## src/rtl/neighbor_jaccard_similarity_unit_defines.svh

```systemverilog
// Assertion macros shared by the neighbor Jaccard similarity unit.
`ifndef NEIGHBOR_JACCARD_SIMILARITY_UNIT_DEFINES_SVH
`define NEIGHBOR_JACCARD_SIMILARITY_UNIT_DEFINES_SVH

// Same-cycle implication, disabled while reset is high.
`define NJS_ASSERT_IMP(name, clk, rst, ante, cons) \
  name: assert property (@(posedge clk) disable iff (rst) (ante) |-> (cons)) \
    else $error("%m: check failed");

// Next-cycle implication, disabled while reset is high.
`define NJS_ASSERT_NXT(name, clk, rst, ante, cons) \
  name: assert property (@(posedge clk) disable iff (rst) (ante) |=> (cons)) \
    else $error("%m: check failed");

`endif

```

## src/rtl/njs_pkg.sv

```systemverilog
// Package with types, constants and helper functions of the Jaccard similarity unit.
package njs_pkg;

  // Graph size: node ids are NODE_W bits wide, so at most ROWS nodes exist.
  localparam int MAX_NODES = 64;
  localparam int NODE_W    = 6;
  localparam int ROWS      = 2 ** NODE_W;
  localparam int NODES     = (MAX_NODES < ROWS) ? MAX_NODES : ROWS;

  // Counts, ratio and divider sizes.
  localparam int CNT_W      = 7;
  localparam int FRAC_W     = 16;
  localparam int Q_W        = 17;
  localparam int DIV_STEPS  = Q_W;
  localparam int DIV_CNT_W  = 5;

  // Command codes.
  localparam logic [1:0] CMD_ADD   = 2'd0;
  localparam logic [1:0] CMD_QUERY = 2'd1;
  localparam logic [1:0] CMD_CLEAR = 2'd2;

  typedef struct packed {
    logic [1:0]        cmd;
    logic [NODE_W-1:0] node_a;
    logic [NODE_W-1:0] node_b;
  } njs_req_t;

  typedef struct packed {
    logic [CNT_W-1:0] common_count;
    logic [CNT_W-1:0] union_count;
    logic [Q_W-1:0]   similarity_q16;
    logic             is_query_result;
  } njs_rsp_t;

  typedef enum logic [2:0] {
    ST_IDLE,
    ST_READ,
    ST_ADD_A,
    ST_ADD_B,
    ST_COUNT,
    ST_UNION,
    ST_DIV,
    ST_FINISH
  } njs_state_t;

  // Commands from the controller to the datapath.
  typedef struct packed {
    logic capture;
    logic mem_read;
    logic write_a;
    logic write_b;
    logic count;
    logic union_load;
    logic div_step;
    logic out_load;
  } njs_ctl_t;

  // Status from the datapath to the controller.
  typedef struct packed {
    logic [1:0] cmd;
    logic       out_free;
  } njs_sts_t;

  // Columns that belong to existing nodes.
  function automatic logic [ROWS-1:0] col_mask();
    logic [ROWS-1:0] m;
    for (int i = 0; i < ROWS; i++) begin
      m[i] = (i < NODES);
    end
    return m;
  endfunction

  localparam logic [ROWS-1:0] COL_MASK = col_mask();

  // True when the id names an existing node.
  function automatic logic node_ok(input logic [NODE_W-1:0] n);
    return (int'(n) < NODES);
  endfunction

  // Population count of one byte.
  function automatic logic [3:0] pop8(input logic [7:0] v);
    logic [3:0] c;
    c = '0;
    for (int i = 0; i < 8; i++) begin
      c = c + 4'(v[i]);
    end
    return c;
  endfunction

  // Population count of one row, summed over bytes.
  function automatic logic [CNT_W-1:0] pop_row(input logic [ROWS-1:0] v);
    logic [CNT_W-1:0] c;
    c = '0;
    for (int i = 0; i < ROWS / 8; i++) begin
      c = c + CNT_W'(pop8(v[i*8 +: 8]));
    end
    return c;
  endfunction

endpackage

```

## src/rtl/njs_ctrl.sv

```systemverilog
// Controller state machine that sequences add, clear and query items.
module njs_ctrl
  import njs_pkg::*;
(
  input  logic     clk,
  input  logic     rst,
  input  logic     req_valid,
  output logic     req_ready,
  output njs_ctl_t ctl,
  input  njs_sts_t sts
);

  njs_state_t           state;
  njs_state_t           state_next;
  logic [DIV_CNT_W-1:0] div_cnt;
  logic [DIV_CNT_W-1:0] div_cnt_next;

  localparam logic [DIV_CNT_W-1:0] DIV_LAST = DIV_CNT_W'(DIV_STEPS - 1);

  // State and step counter registers.
  always_ff @(posedge clk) begin
    if (rst) begin
      state   <= ST_IDLE;
      div_cnt <= '0;
    end else begin
      state   <= state_next;
      div_cnt <= div_cnt_next;
    end
  end

  // Next state and datapath commands.
  always_comb begin
    state_next   = state;
    div_cnt_next = div_cnt;
    req_ready    = 1'b0;
    ctl          = '0;
    unique case (state)
      ST_IDLE: begin
        req_ready = 1'b1;
        if (req_valid) begin
          ctl.capture = 1'b1;
          state_next  = ST_READ;
        end
      end
      ST_READ: begin
        ctl.mem_read = 1'b1;
        unique case (sts.cmd)
          CMD_ADD:   state_next = ST_ADD_A;
          CMD_QUERY: state_next = ST_COUNT;
          default:   state_next = ST_FINISH;
        endcase
      end
      ST_ADD_A: begin
        ctl.write_a = 1'b1;
        state_next  = ST_ADD_B;
      end
      ST_ADD_B: begin
        ctl.write_b = 1'b1;
        state_next  = ST_FINISH;
      end
      ST_COUNT: begin
        ctl.count  = 1'b1;
        state_next = ST_UNION;
      end
      ST_UNION: begin
        ctl.union_load = 1'b1;
        div_cnt_next   = '0;
        state_next     = ST_DIV;
      end
      ST_DIV: begin
        ctl.div_step = 1'b1;
        div_cnt_next = div_cnt + 1'b1;
        if (div_cnt == DIV_LAST) begin
          state_next = ST_FINISH;
        end
      end
      ST_FINISH: begin
        if (sts.out_free) begin
          ctl.out_load = 1'b1;
          state_next   = ST_IDLE;
        end
      end
      default: state_next = ST_IDLE;
    endcase
  end

endmodule

```

## config.mk

```make
export PLATFORM = sky130hd
export DESIGN_NAME = njs_ctrl
export DESIGN_NICKNAME = d
export VERILOG_FILES = /design/src/rtl/neighbor_jaccard_similarity_unit_defines.svh /design/src/rtl/njs_pkg.sv /design/src/rtl/njs_ctrl.sv
export SDC_FILE = /design/constraint.sdc
export NUM_CORES = 1
export LEC_CHECK = 0
export BUFFER_PORTS_ARGS = -buffer_cell sky130_fd_sc_hd__buf_2
export CORE_AREA = 8 8 45 47
export CTS_CLUSTER_DIAMETER = 30
export DETAILED_ROUTE_END_ITERATION = 8
export DIE_AREA = 0 0 53 55
export PLACE_DENSITY = 0.67
export REMOVE_ABC_BUFFERS = 1
export SETUP_SLACK_MARGIN = 0.5
export SYNTH_ARGS = -nofsm -noshare
export SYNTH_HDL_FRONTEND = slang
export SYNTH_SLANG_ARGS = --single-unit
```

## constraint.sdc

```tcl
create_clock -name clk -period 1.5 [get_ports clk]
set_clock_uncertainty 0.1 [all_clocks]
set_input_delay 0.3 -clock clk [delete_from_list [all_inputs] [get_ports clk]]
set_output_delay 0.3 -clock clk [all_outputs]
set_load 0.02 [all_outputs]
```

==> out/metrics.cfg, run 1 <==
[power_and_ir_drop]
p_leak_nw = 0.505
vdd_drop_max_mv = 0.504
pwr_density_cell_nw_per_um2 = 758

[layout]
final_cell_mix = buf_6 (24), buf_4 (17), buf_2 (5)
layout-drive-gt1-share_pct = 68.2
n_antenna_cell = 0
mostFrequentLayoutCell = buf_6
finish.utilization_pct = 83.9
fin_nets = 120
fill_cells = 71
syn_to_final_growth_pct = 101

[grt]
grt_overflow = 0
grt_max_degree = 10
grt_use_total_pct = 15.0
grt_pass1_wl_mm = 3.19
first_global_vias = 737
antenna_found_initial = 0

[timing]
holdWs_ns = 0.221
rsz0062_at_grt = true
finalCriticalPeriod_ns = 1.58
slew_headroom_pct = 82.2
setup_slack_ns = -0.0758
report.final.slew_viol_count = 0
tightest_slew_ns = 0.266
setup_violations = 7
fmax_mhz = 635
fin_crit_sh_pct = 105
hold_viol_final = 0

[logic_synthesis]
syn_area_um2 = 577
synthCells = 67
ys_seq_elements = 8
synth_warnings = 0
yosysUniqueCellTypes = 31
seq_area_frac_synth_pct = 27.8
synth_area_per_cell_um2 = 8.61

[clock_tree]
cts.sinks = 8
cts_tree = yes
cts-buffers-inserted = 3
clk_latency_ns = 0.27
cts_root_buffer = clkbuf_4
cts.path.max_buffers = 2
clk_pin_slew_worst_paths_ns = 0.06
htreeDepth = 1

[drt]
drc = 2
wl_met1_um = 952
wl_per_cell_um = 19.7
wl_met3_um = 154
highest_layer = met4
vias = 721
drt_iter0_drc = 19
routed-wl-met2_mm = 1.34
via_per_inst = 5.72
dr.pass1.iters = 6
ant_nets = 0
postRouteWirelength_mm = 2.48

[worst_setup_path]
worst_setup_path_end_kind = output pin
startpoint_type = flop
cp.required_ns = 1.10
worstSetupStartpoint = state[1]$_SDFFE_PP0P_
r2r_start = state[2]$_SDFFE_PP0P_
cp_max_fo = 5
crit_type = reg -> out
arrival_ns = 1.18

[run_status]
violations = DRC, setup timing
status = complete, but fails checks

[floorplan]
core_um2 = 1380
dieArea_um2 = 2920
ios = 15
std_cell_rows = 14
die_w_um = 53
start_util_pct = 41.7
die_y_um = 55

[place]
port-buffer-count = 14
place_congestion = 0.754
place_hpwl_mm = 1.06
pre_cts_slack_ns = 0.0337

[worst_hold_path]
hold_path.class = in -> reg
worstHoldStart = rst

[run]
cap_violations = 0

## per-stage QoR
step	total power [W]	area, µm²	instances	TNS, ns
global route	0.000916	1160	126	-0.542
detailed placement	0.000448	687	101	0
global placement	0.000443	687	101	0
finish	0.000880	1160	126	-0.236
floorplan	0.000356	522	61	-0.667
CTS	0.000749	972	119	0
## cells in the mapped netlist (all sizes together)
| cell type | instances | area share [%] |
|---|---|---|
| nand2 | 5 | 3.3 |
| and3b | 1 | 1.5 |
| a21oi | 3 | 2.6 |
| nor3 | 4 | 3.5 |
| nand4b | 2 | 5.6 |
| o21ai | 4 | 3.5 |
| dfxtp | 8 | 28 |
| ha | 2 | 4.3 |
| nor2b | 1 | 1.1 |
| o21a | 2 | 2.6 |
| nor2 | 3 | 2.0 |
| o2bb2ai | 2 | 3.0 |
| nor3b | 3 | 3.9 |
| a31oi | 2 | 2.2 |
| and4bb | 1 | 2.2 |
| a21boi | 1 | 1.3 |
| o31a | 1 | 1.5 |
| a32o | 1 | 1.7 |
| and2 | 1 | 1.1 |
| inv | 4 | 2.6 |
| nor4bb | 1 | 1.7 |
| buf | 6 | 9.5 |
| or2 | 1 | 1.1 |
| nand3 | 1 | 0.87 |
| a2111oi | 1 | 2.6 |
| and4 | 1 | 1.5 |
| nand2b | 2 | 2.2 |
| or3 | 2 | 2.2 |
| nor4 | 1 | 1.1 |
## metal layers
layer	track usage (%)	vias up
met1	14.3	357
met2	25.6	30
met4	10.3	0
li1	-	328
met5	0	-
met3	6.68	6
## worst max-delay path: stages (launching register included)
cell and delay (ns):
dfxtp_4 0.37, buf_4 0.16, nor3b_2 0.20, buf_4 0.18
## logic make-up after synthesis
group,after synthesis,share of synthesized area [%]
fa+ha+maj,2,4.34
compound gates,17,21.0
flops,8,27.8
buf+inv,10,12.1
simple gates,30,34.7
## flip-flops by register name (all words and copies together) (netlist names)
name	count
div_cnt	5
state	3
## report_power, final
group	switching, W	internal [W]	total, W	leakage (nW)
sequential	0.0000258	0.000226	0.000252	0.0680
combinational	0.000203	0.000244	0.000447	0.423
clock	0.0000885	0.0000926	0.000181	0.0138
## timing repair
item                                    4_1_cts  5_1_grt
pin swaps                                    13        9
buffers inserted                             15        7
endpoints found under the setup margin       17       17
hold buffers                                  0        0
resized for setup                            50       27
## area by class of cell
class	instances	area [µm²]	share of cell area (%)
Multi-Input combinational cell	49	502	43.2
Timing Repair Buffer	46	423	36.4
Sequential cell	8	174	15.0
Clock buffer	3	22.5	1.94
Inverter	4	20.0	1.72
Tap cell	16	20.0	1.72
## path summary, 6_finish.rpt
path                             end  slack, ns  cells past startpoint
min            state[0]$_SDFFE_PP0P_       0.22                      2
min reg2reg  div_cnt[4]$_SDFFE_PP0P_       0.41                      2
max reg2reg  div_cnt[0]$_SDFFE_PP0P_          0                      6
max                           ctl[3]      -0.08                      3
Power figures use the tool's default switching activity.
==> run 2: changes to the inputs <==
--- a/config.mk
+++ b/config.mk
@@ -10,7 +10,7 @@
 export CTS_CLUSTER_DIAMETER = 30
 export DETAILED_ROUTE_END_ITERATION = 8
 export DIE_AREA = 0 0 53 55
-export PLACE_DENSITY = 0.67
+export PLACE_DENSITY = 0.71
 export REMOVE_ABC_BUFFERS = 1
 export SETUP_SLACK_MARGIN = 0.5
 export SYNTH_ARGS = -nofsm -noshare
==> run 2 against run 1 <==
Against the previous run:
- the run ends with setup timing left
- power down 16%
- clock power is 4% lower
- die area unchanged
- clock-buffer cell count is the same
- wire length shrank 19%
- fmax increased by 3.5%
- sequential power barely moved
- critical path type unchanged
- largest cell class unchanged
- highest routed layer unchanged
==> out/metrics.cfg, run 2 (synthesis gave the netlist of run 1 again) <==
[run_status]
status = complete, but fails checks  ; unchanged
violations = setup timing  ; was DRC, setup timing

[layout]
top_regs = div_cnt (5), state (3)  ; unchanged
mostFrequentLayoutCell = buf_4  ; was buf_6
finish.utilization_pct = 69.3  ; was 83.9%
syn_to_final_growth_pct = 66.2  ; was 101%
regMostFlops = div_cnt  ; unchanged
largest_register_ff_count = 5  ; unchanged
layout-drive-gt1-share_pct = 65.3  ; was 68.2%
design_area_um2 = 958  ; was 1160 µm²
n_antenna_cell = 0  ; unchanged
final_cell_mix = buf_4 (22), buf_2 (7), buf_6 (7)  ; was buf_6 (24), buf_4 (17), buf_2 (5)
fin_nets = 111  ; was 120

[worst_setup_path]
cp.required_ns = 1.10  ; about the same
startpoint_type = flop  ; unchanged
cp_max_fo = 8  ; was 5
worstReg2RegEnd = div_cnt[4]$_SDFFE_PP0P_  ; was div_cnt[0]$_SDFFE_PP0P_
worst_setup_path_end_kind = output pin  ; unchanged
r2r_start = state[0]$_SDFFE_PP0P_  ; was state[2]$_SDFFE_PP0P_
arrival_ns = 1.12  ; was 1.18 ns
crit_type = reg -> out  ; unchanged
reg2reg_depth = 5  ; was 6
rrSetupSlack_ns = 0.07  ; was 0 ns

[grt]
grt_pass1_wl_mm = 2.88  ; was 3.19 mm
grt_max_degree = 13  ; was 10
grt_use_total_pct = 13.3  ; was 15.0%
first_global_vias = 686  ; was 737
antenna_found_initial = 0  ; unchanged
grt_overflow = 0  ; unchanged

[floorplan]
std_cell_rows = 14  ; unchanged
die_y_um = 55  ; unchanged
core_um2 = 1380  ; unchanged
ios = 15  ; unchanged
dieArea_um2 = 2920  ; unchanged
start_util_pct = 41.7  ; unchanged
die_w_um = 53  ; unchanged

[power_and_ir_drop]
p_leak_nw = 0.426  ; was 0.505 nW
total_power_w = 0.000740  ; was 0.000880 W
vdd_drop_max_mv = 0.549  ; was 0.504 mV
pwr_density_cell_nw_per_um2 = 772  ; was 758 nW/µm²

[timing]
slew_headroom_pct = 73.6  ; was 82.2%
finalCriticalPeriod_ns = 1.52  ; was 1.58 ns
setup_slack_ns = -0.0221  ; was -0.0758 ns
fmax_mhz = 657  ; was 635 MHz
hold_viol_final = 0  ; unchanged
report.final.slew_viol_count = 0  ; unchanged
fin_crit_sh_pct = 101  ; was 105%
tightest_slew_ns = 0.392  ; was 0.266 ns
rsz0062_at_grt = true  ; unchanged
setup_violations = 4  ; was 7

[worst_hold_path]
worstHoldStart = rst  ; unchanged
hold_path_end = state[0]$_SDFFE_PP0P_  ; unchanged
hold_depth = 2  ; unchanged
hold_path.class = in -> reg  ; unchanged

[drt]
wl_per_cell_um = 17.3  ; was 19.7 µm
drt_iter0_drc = 19  ; unchanged
postRouteWirelength_mm = 2.02  ; was 2.48 mm
dr.pass1.iters = 4  ; was 6
ant_nets = 0  ; unchanged
via_per_inst = 5.59  ; was 5.72
drc = 0  ; was 2
vias = 654  ; was 721

[clock_tree]
clk_latency_ns = 0.26  ; was 0.27 ns
cts_tree = yes  ; unchanged
ctsHoldBuffers = 0  ; unchanged
cts.path.max_buffers = 2  ; unchanged
cts.sinks = 8  ; unchanged
cts-buffers-inserted = 3  ; unchanged
cts_root_buffer = clkbuf_4  ; unchanged
clk_pin_slew_worst_paths_ns = 0.06  ; about the same
htreeDepth = 1  ; unchanged

[run]
cap_violations = 0  ; unchanged

[place]
port-buffer-count = 14  ; unchanged
postPlaceCellArea_um2 = 664  ; was 687 µm²
place_congestion = 0.728  ; was 0.754
place_hpwl_um = 996  ; was 1.06 mm

==> run 2: cell types whose count changed in the layout (fill, tap and decap cells not counted), sizes merged <==
cell,previous run,this run
buf,46,37
==> run 2: worst max-delay path by stage <==
stage                                startpoint      to  depth (start not counted)
final                     state[1]$_SDFFE_PP0P_  ctl[5]                          3
after global routing      state[1]$_SDFFE_PP0P_  ctl[5]                          3
after CTS                 state[1]$_SDFFE_PP0P_  ctl[2]                          3
after detailed placement  state[2]$_SDFFE_PP0P_  ctl[7]                          3
after global placement    state[2]$_SDFFE_PP0P_  ctl[1]                          3
after floorplan           state[1]$_SDFFE_PP0P_  ctl[7]                          2
==> run 2: final cells by class <==
cell class	count	area, µm²
inverters	4	15.0
multi-input cells	49	430
fillers	101	425
clock buffers	3	22.5
repair buffers	37	294
flip-flops and latches	8	176
well taps	16	20.0
==> run 2: routing by layer <==
metal / global-route usage [%] / share of wire, %
met5: 0 / 0
met1: 15.2 / 43
met3: 2.41 / 2.9
met4: 6.90 / 0.35
met2: 23.0 / 54
==> run 2: power breakdown <==
group / internal [W] / total [W] / switching, W
registers: 0.000225 / 0.000253 / 0.0000281
logic: 0.000168 / 0.000314 / 0.000146
clock network: 0.0000922 / 0.000174 / 0.0000814
total: 0.000484 / 0.000740 / 0.000256
==> run 2: timing repair <==
action,in CTS,in global routing
gates resized for setup,35,14
setup buffers,14,2
setup endpoints to repair,17,17
pin swaps,13,4
cloned,0,0
==> run 2: through the flow <==
| step | cells | setup slack, ns | hold slack, ns | TNS, ns |
|---|---|---|---|---|
| 5_1_grt | 117 | -0.0792 | 0.206 | -0.347 |
| 2_1_floorplan | 61 | -0.244 | 0.269 | -0.667 |
| 3_3_place_gp | 98 | 0.0362 | 0.369 | 0 |
| 6_report | 117 | -0.0221 | 0.231 | -0.0517 |
| 4_1_cts | 115 | -0.0179 | 0.204 | -0.0504 |
| 3_5_place_dp | 98 | 0.0502 | 0.383 | 0 |
==> run 2: worst max-delay path, cell delays in order (launching register included) <==
cell and delay, ns:
dfxtp_4 0.39, inv_1 0.10, nor3_2 0.19, buf_4 0.18
==> run 3: changes to the inputs <==
--- a/config.mk
+++ b/config.mk
@@ -5,12 +5,12 @@
 export SDC_FILE = /design/constraint.sdc
 export NUM_CORES = 1
 export LEC_CHECK = 0
-export BUFFER_PORTS_ARGS = -buffer_cell sky130_fd_sc_hd__buf_2
 export CORE_AREA = 8 8 45 47
 export CTS_CLUSTER_DIAMETER = 30
 export DETAILED_ROUTE_END_ITERATION = 8
 export DIE_AREA = 0 0 53 55
-export PLACE_DENSITY = 0.71
+export DONT_BUFFER_PORTS = 1
+export PLACE_DENSITY = 0.62
 export REMOVE_ABC_BUFFERS = 1
 export SETUP_SLACK_MARGIN = 0.5
 export SYNTH_ARGS = -nofsm -noshare
==> run 3 against run 2 <==
Against the previous run:
- the flow now finishes without violations
- sequential share of layout area rose by 1.4 points
- wire length is 20% lower
- via count fell by 13%
- critical path depth stayed put
- flip-flop and latch count stayed put
- combinational power fell by 8.6%
- clock power down 5%
- critical path type unchanged
- critical endpoint is now ctl[7]
- largest cell class unchanged
- largest power group unchanged
==> out/metrics.cfg, run 3 (synthesis gave the netlist of run 1 again) <==
[run_status]
status = completed  ; was complete, but fails checks

[grt]
grt_use_total_pct = 11.0  ; was 13.3%
grt_max_degree = 13  ; unchanged
grt_pass1_wl_mm = 2.43  ; was 2.88 mm
first_global_vias = 575  ; was 686
grt_overflow = 0  ; unchanged
antenna_found_initial = 0  ; unchanged

[worst_setup_path]
worstSetupStartpoint = state[1]$_SDFFE_PP0P_  ; unchanged
arrival_ns = 1.09  ; was 1.12 ns
reg2reg_depth = 4  ; was 5
startpoint_type = flop  ; unchanged
rrSetupSlack_ns = 0.11  ; was 0.07 ns
worst_setup_path_end_kind = output pin  ; unchanged
cp_max_fo = 6  ; was 8
r2r_start = state[0]$_SDFFE_PP0P_  ; unchanged
worstReg2RegEnd = div_cnt[4]$_SDFFE_PP0P_  ; unchanged
cp.required_ns = 1.10  ; about the same
crit_type = reg -> out  ; unchanged

[timing]
tightest_slew_ns = 0.290  ; was 0.392 ns
slew_headroom_pct = 80.5  ; was 73.6%
report.final.slew_viol_count = 0  ; unchanged
finalCriticalPeriod_ns = 1.49  ; was 1.52 ns
setup_violations = 0  ; was 4
fmax_mhz = 673  ; was 657 MHz
hold_viol_final = 0  ; unchanged
fin_crit_sh_pct = 99.0  ; was 101%
rsz0062_at_grt = true  ; unchanged
holdWs_ns = 0.125  ; was 0.231 ns

[drt]
wl_per_cell_um = 15.6  ; was 17.3 µm
postRouteWirelength_mm = 1.61  ; was 2.02 mm
drt_iter0_drc = 10  ; was 19
dr.pass1.iters = 4  ; unchanged
drc = 0  ; unchanged
ant_nets = 0  ; unchanged
vias = 568  ; was 654
via_per_inst = 5.51  ; was 5.59

[worst_hold_path]
hold_depth = 2  ; unchanged
hold_path.class = in -> reg  ; unchanged
worstHoldStart = rst  ; unchanged
hold_path_end = div_cnt[4]$_SDFFE_PP0P_  ; was state[0]$_SDFFE_PP0P_

[floorplan]
die_y_um = 55  ; unchanged
core_um2 = 1380  ; unchanged
dieArea_um2 = 2920  ; unchanged
die_w_um = 53  ; unchanged
start_util_pct = 41.7  ; unchanged
std_cell_rows = 14  ; unchanged
ios = 15  ; unchanged

[clock_tree]
cts.path.max_buffers = 2  ; unchanged
cts-buffers-inserted = 3  ; unchanged
clk_latency_ns = 0.25  ; was 0.26 ns
cts_tree = yes  ; unchanged
cts_root_buffer = clkbuf_4  ; unchanged
clk_pin_slew_worst_paths_ns = 0.06  ; about the same
htreeDepth = 1  ; unchanged
cts.sinks = 8  ; unchanged

[layout]
mostFrequentLayoutCell = buf_4  ; unchanged
n_antenna_cell = 0  ; unchanged
layout-drive-gt1-share_pct = 54.0  ; was 65.3%
finish.utilization_pct = 64.4  ; was 69.3%
largest_register_ff_count = 5  ; unchanged
fin_nets = 97  ; was 111
top_regs = div_cnt (5), state (3)  ; unchanged
syn_to_final_growth_pct = 54.4  ; was 66.2%
regMostFlops = div_cnt  ; unchanged
fill_cells = 111  ; was 101
final_cell_mix = buf_4 (15), nand2_1 (4), dfxtp_4 (4), buf_6 (4)  ; was buf_4 (22), buf_2 (7), buf_6 (7)

[power_and_ir_drop]
p_seq_share_pct = 36.5  ; was 34.1%
total_power_w = 0.000711  ; was 0.000740 W
p_leak_nw = 0.361  ; was 0.426 nW
p_sw_share_pct = 33.8  ; was 34.6%
comb_power_share_pct = 40.3  ; was 42.4%
pwr_density_cell_nw_per_um2 = 798  ; was 772 nW/µm²
intPower_w = 0.000470  ; was 0.000484 W
p_clk_share_pct = 23.2  ; was 23.4%
vdd_drop_max_mv = 0.544  ; was 0.549 mV
switchingPower_w = 0.000241  ; was 0.000256 W

[place]
place_hpwl_um = 913  ; was 996 µm
place_congestion = 0.771  ; was 0.728
port-buffer-count = 0  ; was 14

[run]
cap_violations = 0  ; unchanged

==> run 3: stage by stage <==
step	worst slack [ns]	setup TNS (ns)	cells	area [µm²]
after floorplan	-0.244	-0.667	61	522
after global placement	0.0893	0	90	652
after detailed placement	0.0802	0	90	652
after CTS	0.0216	0	101	806
after global routing	-0.0381	-0.0949	103	891
final	0.0145	0	103	891
==> run 3: layout make-up <==
cell class	count	area, µm²	share of cell area, %
Sequential cell	8	176	19.8
Clock buffer	3	22.5	2.53
Multi-Input combinational cell	49	444	49.9
Inverter	4	15.0	1.69
Tap cell	16	20.0	2.25
Timing Repair Buffer	23	213	23.9
==> run 3: power by group through the flow <==
| stage | registers, W | logic, W | clock network (W) |
|---|---|---|---|
| after floorplan | 0.000264 | 0.0000919 | 0 |
| after global placement | 0.000261 | 0.000171 | 0 |
| after detailed placement | 0.000262 | 0.000172 | 0 |
| after CTS | 0.000257 | 0.000240 | 0.000173 |
| after global routing | 0.000262 | 0.000305 | 0.000181 |
| final | 0.000259 | 0.000287 | 0.000165 |
==> run 3: critical path, stage by stage (launching register included) <==
cell and delay (ns):
dfxtp_4 0.37, buf_6 0.14, nor3_4 0.13, and2_4 0.20
==> run 3: how the worst max path moves through the flow <==
| stage | cells after the start | endpoint |
|---|---|---|
| after floorplan | 2 | ctl[7] |
| after global placement | 3 | ctl[4] |
| after detailed placement | 3 | ctl[4] |
| after CTS | 3 | ctl[7] |
| after global routing | 3 | ctl[7] |
| final | 3 | ctl[7] |
==> run 3: routing by layer <==
| layer | track usage [%] | vias up | part of all wire, % |
|---|---|---|---|
| li1 | - | 284 | - |
| met1 | 11.8 | 267 | 42 |
| met2 | 19.9 | 15 | 53 |
| met3 | 1.87 | 2 | 4.5 |
| met4 | 6.47 | 0 | 0.75 |
| met5 | 0 | - | 0 |
==> run 3: what timing repair did <==
action                                  CTS  global route
hold buffers                              1             1
endpoints found under the hold margin     2             1
setup buffers                             7             1
endpoints found under the setup margin   17            17
pin swaps                                 7             5
gates resized for setup                  25            13
